$ cat src/ascii_integer_parser_assert.svh
// Assertion macros shared by the ASCII integer parser RTL.
`ifndef ASCII_INTEGER_PARSER_ASSERT_SVH
`define ASCII_INTEGER_PARSER_ASSERT_SVH

// Same-cycle implication, sampled on clk and disabled while rst_n is low.
`define AIP_ASSERT_SAME(label, ante, cons, msg) \
    label: assert property (@(posedge clk) disable iff (!rst_n) (ante) |-> (cons)) \
        else $error(msg);

// Next-cycle implication, sampled on clk and disabled while rst_n is low.
`define AIP_ASSERT_NEXT(label, ante, cons, msg) \
    label: assert property (@(posedge clk) disable iff (!rst_n) (ante) |=> (cons)) \
        else $error(msg);

`endif

$ cat src/aip_pkg.sv
// Package with the types, codes and constants of the ASCII integer parser.
`timescale 1ns / 1ps

package aip_pkg;

    // Widths of the result and of the internal value and offset counters.
    localparam int VALUE_WIDTH       = 64;
    localparam int OFFSET_WIDTH      = 16;
    localparam int RESULT_WIDTH      = 64;
    localparam int END_OFFSET_WIDTH  = 16;
    localparam int STATUS_WIDTH      = 2;
    localparam int CHAR_WIDTH        = 8;
    localparam int DIGIT_WIDTH       = 6;
    localparam int BASE_WIDTH        = 6;
    localparam int CFG_INDEX_WIDTH   = 4;
    localparam int CFG_DATA_WIDTH    = 8;
    localparam int MAX_RADIX         = 36;

    // Queue between the classifier and the parse engine.
    localparam int QUEUE_DEPTH       = 2;
    localparam int QUEUE_PTR_WIDTH   = $clog2(QUEUE_DEPTH);
    localparam int QUEUE_COUNT_WIDTH = $clog2(QUEUE_DEPTH + 1);

    // Digit value given to a byte that is no alphanumeric character.
    localparam logic [DIGIT_WIDTH-1:0] NOT_DIGIT = '1;

    // Reset values of the configuration registers.
    localparam logic [BASE_WIDTH-1:0] BASE_RESET   = 6'd10;
    localparam logic                  SIGNED_RESET = 1'b1;

    // Character codes.
    localparam logic [CHAR_WIDTH-1:0] CH_DIGIT_0 = 8'h30;
    localparam logic [CHAR_WIDTH-1:0] CH_DIGIT_9 = 8'h39;
    localparam logic [CHAR_WIDTH-1:0] CH_LOWER_A = 8'h61;
    localparam logic [CHAR_WIDTH-1:0] CH_LOWER_Z = 8'h7A;
    localparam logic [CHAR_WIDTH-1:0] CH_UPPER_A = 8'h41;
    localparam logic [CHAR_WIDTH-1:0] CH_UPPER_Z = 8'h5A;
    localparam logic [CHAR_WIDTH-1:0] CH_LOWER_X = 8'h78;
    localparam logic [CHAR_WIDTH-1:0] CH_UPPER_X = 8'h58;
    localparam logic [CHAR_WIDTH-1:0] CH_SPACE   = 8'h20;
    localparam logic [CHAR_WIDTH-1:0] CH_CR      = 8'h0D;
    localparam logic [CHAR_WIDTH-1:0] CH_LF      = 8'h0A;
    localparam logic [CHAR_WIDTH-1:0] CH_TAB     = 8'h09;
    localparam logic [CHAR_WIDTH-1:0] CH_FF      = 8'h0C;
    localparam logic [CHAR_WIDTH-1:0] CH_PLUS    = 8'h2B;
    localparam logic [CHAR_WIDTH-1:0] CH_MINUS   = 8'h2D;

    // Radix values used by the base detection.
    localparam logic [BASE_WIDTH-1:0] RADIX_AUTO  = 6'd0;
    localparam logic [BASE_WIDTH-1:0] RADIX_BAD   = 6'd1;
    localparam logic [BASE_WIDTH-1:0] RADIX_OCT   = 6'd8;
    localparam logic [BASE_WIDTH-1:0] RADIX_DEC   = 6'd10;
    localparam logic [BASE_WIDTH-1:0] RADIX_HEX   = 6'd16;
    localparam logic [BASE_WIDTH-1:0] RADIX_LIMIT = 6'd36;

    // Parse phases of the back end.
    typedef enum logic [2:0] {
        PH_DONE       = 3'd0,
        PH_SPACE      = 3'd1,
        PH_AFTER_SIGN = 3'd2,
        PH_ZERO       = 3'd3,
        PH_XSEEN      = 3'd4,
        PH_DIGITS     = 3'd5
    } phase_t;

    // Result status codes.
    typedef enum logic [STATUS_WIDTH-1:0] {
        ST_OK      = 2'd0,
        ST_INVALID = 2'd1,
        ST_RANGE   = 2'd2
    } status_t;

    // Configuration register indexes.
    typedef enum logic [CFG_INDEX_WIDTH-1:0] {
        CFG_NUMBER_BASE = 4'd0,
        CFG_SIGNED_MODE = 4'd1
    } cfg_index_t;

    // One classified byte, as queued between the front and the back end.
    typedef struct packed {
        logic                   first;
        logic [DIGIT_WIDTH-1:0] digit;
        logic                   alnum;
        logic                   space;
        logic                   plus;
        logic                   minus;
        logic                   zero;
        logic                   letter_x;
        logic [BASE_WIDTH-1:0]  base;
        logic                   signed_mode;
        logic                   base_bad;
    } item_t;

endpackage

$ cat src/aip_queue.sv
// Short queue of classified bytes between the front and the back end.
`timescale 1ns / 1ps

module aip_queue import aip_pkg::*;
(
    input  logic                         clk,
    input  logic                         rst_n,
    input  logic                         push_valid,
    input  item_t                        push_item,
    output logic                         push_ready,
    output logic                         pop_valid,
    output item_t                        pop_item,
    input  logic                         pop_ready,
    output logic [QUEUE_COUNT_WIDTH-1:0] count
);

    item_t                        slot_reg [QUEUE_DEPTH];
    logic [QUEUE_PTR_WIDTH-1:0]   wr_ptr_reg;
    logic [QUEUE_PTR_WIDTH-1:0]   wr_ptr_next;
    logic [QUEUE_PTR_WIDTH-1:0]   rd_ptr_reg;
    logic [QUEUE_PTR_WIDTH-1:0]   rd_ptr_next;
    logic [QUEUE_COUNT_WIDTH-1:0] count_reg;
    logic [QUEUE_COUNT_WIDTH-1:0] count_next;
    logic                         do_push;
    logic                         do_pop;

    assign push_ready = (count_reg < QUEUE_COUNT_WIDTH'(QUEUE_DEPTH));
    assign pop_valid  = (count_reg != '0);
    assign pop_item   = slot_reg[rd_ptr_reg];
    assign count      = count_reg;
    assign do_push    = push_valid && push_ready;
    assign do_pop     = pop_valid && pop_ready;

    // Pointer and fill count update.
    always_comb
    begin
        wr_ptr_next = wr_ptr_reg;
        rd_ptr_next = rd_ptr_reg;
        count_next  = count_reg;
        if (do_push)
        begin
            wr_ptr_next = (wr_ptr_reg == QUEUE_PTR_WIDTH'(QUEUE_DEPTH - 1))
                          ? '0 : wr_ptr_reg + 1'b1;
        end
        if (do_pop)
        begin
            rd_ptr_next = (rd_ptr_reg == QUEUE_PTR_WIDTH'(QUEUE_DEPTH - 1))
                          ? '0 : rd_ptr_reg + 1'b1;
        end
        if (do_push && !do_pop)
        begin
            count_next = count_reg + 1'b1;
        end
        else if (do_pop && !do_push)
        begin
            count_next = count_reg - 1'b1;
        end
    end

    always_ff @(posedge clk or negedge rst_n)
    begin
        if (!rst_n)
        begin
            wr_ptr_reg <= '0;
            rd_ptr_reg <= '0;
            count_reg  <= '0;
        end
        else
        begin
            wr_ptr_reg <= wr_ptr_next;
            rd_ptr_reg <= rd_ptr_next;
            count_reg  <= count_next;
        end
    end

    // Slot storage needs no reset.
    always_ff @(posedge clk)
    begin
        if (do_push)
        begin
            slot_reg[wr_ptr_reg] <= push_item;
        end
    end

endmodule

$ cat config.mk
export PLATFORM = sky130hd
export DESIGN_NAME = aip_queue
export DESIGN_NICKNAME = d
export VERILOG_FILES = /design/src/ascii_integer_parser_assert.svh /design/src/aip_pkg.sv /design/src/aip_queue.sv
export SDC_FILE = /design/constraint.sdc
export NUM_CORES = 1
export LEC_CHECK = 0
export ABC_AREA = 1
export BUFFER_PORTS_ARGS = -buffer_cell sky130_fd_sc_hd__buf_2
export CAP_MARGIN = 25
export CORE_ASPECT_RATIO = 0.9
export CORE_MARGIN = 2
export CORE_UTILIZATION = 47
export DETAILED_ROUTE_END_ITERATION = 8
export GPL_TIMING_DRIVEN = 0
export PLACE_DENSITY_LB_ADDON = 0.15
export SLEW_MARGIN = 20
export SYNTH_ARGS = -nofsm -noshare
export SYNTH_HDL_FRONTEND = slang
export SYNTH_SLANG_ARGS = --single-unit
$ cat constraint.sdc
create_clock -name clk -period 2.6 [get_ports clk]
set_input_delay 0.26 -clock clk [delete_from_list [all_inputs] [get_ports clk]]
set_output_delay 0.26 -clock clk [all_outputs]
set_load 0.02 [all_outputs]
==> impl_metrics.ini <==
[status]
outcome = finished clean

[critical_path]
path_buf_inv = 2
crit_slowest_cell = nor2_2
critPathKind = flip-flop to flip-flop
startpoint_type = flip-flop
critical-path-top-delay-family = simple AND/OR/NAND/NOR gates
required_ns = 2.61
arrival_ns = 1.71
cp_cell_sequence = inv_1 > nand2_1 > nor2_2 > buf_8
reg2regPathDepth = 4
critPathCaptureType = flip-flop
cp_num_cells = 4
critical-path-max-stage-delay_ns = 0.53
cp_max_fo = 11

[floorplanning]
dieHeight_um = 61.9
initial_core_util_pct = 47.9
top_level_ports = 50
die_w_um = 68.3
num_rows = 21
die-area_mm2 = 0.00423
coreArea_mm2 = 0.00365

[yosys]
synth_top_area_cell = edfxtp_1
netlist_area_mm2 = 0.00175
synth-simple-area-share_pct = 16.8
netlist.area_leader.share_pct = 72.1
synthesis.nets = 163
synth_compound_gate_area_share_pct = 0
synthXorXnorAreaFrac_pct = 1.00
syn-instance-count = 137
ys_seq_area_share_pct = 77.8
ys_ff_latch = 46
ys_types = 13
synth_warnings = 0
synth_mux_area_share_pct = 0
synth_fa_ha_area_share_pct = 0.715
synth.avg_cell_area_um2 = 12.8
synthTopCellsByArea = edfxtp_1 72%, nand2_1 15%, dfrtp_1 5.7%
synth_top_family_by_area = simple AND/OR/NAND/NOR gates

[finish]
drive_above_1_share_pct = 32.5
largest_reg_flops = 42
fin_nets = 222
num_antenna_cells = 0
area_growth_pct = 25.0

[placement]
gp_congestion = 0.810
post-place-ws_ns = 0.889
dpl.hpwl_mm = 2.10
portBuffers = 49

[timing]
timing.final.crit_share_pct = 65.5
setup_viol = 0
period_minus_slack_ns = 1.70
grt_setup_unrepaired = false
max_slew_margin_pct = 57.4
timing.setup.tns_ns = 0
fin_ws_ns = 0.897
finClkSkew_ns = 0.00785
worstMarginPinSlew_ns = 0.639
fmax_ghz = 0.587
final-hold-violation-count = 0
drv_slew = 0

[drt]
wl_per_cell_um = 12.2
first_pass_iters = 4
vias = 1131
ant_nets = 0
drc = 0
routed_wl_mm = 2.97
drt-initial-drc-count = 39
avgViaCountPerCell = 4.65

[clock_network]
numCtsBuffers = 5
post_cts_resized = 0
cts_tree = done
postCtsSetupBuffers = 0
clockRootBuffer = clkbuf_8
clk_path_buf_depth = 2
htreeDepth = 2
path_clk_slew_ns = 0.08
clock-sinks = 46
postCtsHoldBufs = 1
clock_latency_ns = 0.30

[worst_hold_path]
min_path_cells = 1
min_path_type = primary input to flip-flop

[pwr]
p_leak_uw = 0.000985
power_density_mw_per_mm2 = 1140
power.total_uw = 2500
ir_worst_vdd_mv = 0.565

[global_routing]
antenna_found_initial = 0
grt_overflow_total = 0
grt_pass1_wl_mm = 4.61
track_usage_pct = 15.8
grt_max_degree = 14
grt_pass1_vias = 1056

[flow_run]
drv_cap = 0
-- per-stage QoR --
stage	cells	hold slack, ns	util (%)	cell area [µm²]
after floorplan	137	-0.0356	-	1750
after global routing	243	0.131	59.9	2190
after CTS	243	0.140	59.9	2190
final	243	0.145	59.9	2190
after global placement	232	0.0689	56.2	2050
after detailed placement	234	0.0703	57.1	2090
-- metal layers --
layer	vias to the layer above	routed length, µm	global-route usage, %
met3	7	220	7.39
li1	572	-	-
met4	0	44	6.86
met5	-	0	0
met2	32	1500	26.8
met1	520	1200	17.2
-- synth_stat cells --
cell type / number
xor2_1: 1
nor2_1: 2
inv_2: 1
edfxtp_1: 42
dfrtp_1: 4
nand4_1: 1
buf_6: 2
ha_1: 1
buf_4: 2
nand2_1: 72
inv_1: 6
nand3_1: 2
xnor2_1: 1
-- cell usage in the layout, fill, tap and decap left out, types with 2 or more instances in the layout --
cell type   n
edfxtp_1   42
clkbuf_8    6
nor2_2      2
nand3_1     2
clkbuf_1    2
buf_4       2
buf_2      49
nand2_1    72
dfrtp_1     4
buf_6       2
buf_8       2
inv_1       6
-- worst paths after layout --
kind	start	endpoint	slack, ns
worst max-delay path	count[1]$_DFFE_PN0P_	slot_reg[0][12]$_DFFE_PP_	0.90
worst min-delay path	push_item[15]	slot_reg[0][15]$_DFFE_PP_	0.15
worst max register to register	count[1]$_DFFE_PN0P_	slot_reg[0][12]$_DFFE_PP_	0.90
worst min register to register	count[1]$_DFFE_PN0P_	count[1]$_DFFE_PN0P_	0.51
max in group asynchronous	rst_n	wr_ptr_reg$_DFFE_PN0P_	2.20
min in group asynchronous	rst_n	rd_ptr_reg$_DFFE_PN0P_	0.29
-- power by group --
group          total, µW  internal (µW)  switching, µW
sequential          1050            993           57.4
combinational       1010            338            675
clock                432            217            215
-- cell type report --
type / instances / area (µm²)
fill: 309 / 1470
sequential: 46 / 1360
multi-input combinational: 80 / 329
timing repair buffer: 52 / 285
clock buffer: 8 / 90.1
tap: 46 / 57.6
buffer: 4 / 37.5
inverter: 7 / 26.3
-- kinds of logic after synthesis --
| kind of cell | Yosys count |
|---|---|
| simple gates | 77 |
| flops | 46 |
| buf+inv | 11 |
| xor+xnor | 2 |
| fa+ha+maj | 1 |
-- worst register-to-register path, cell delays in order, from the launching register on --
cell and delay [ns]:
dfrtp_1 0.39, inv_1 0.11, nand2_1 0.15, nor2_2 0.53, buf_8 0.23
Note: power is estimated with default switching activity, not from simulation.
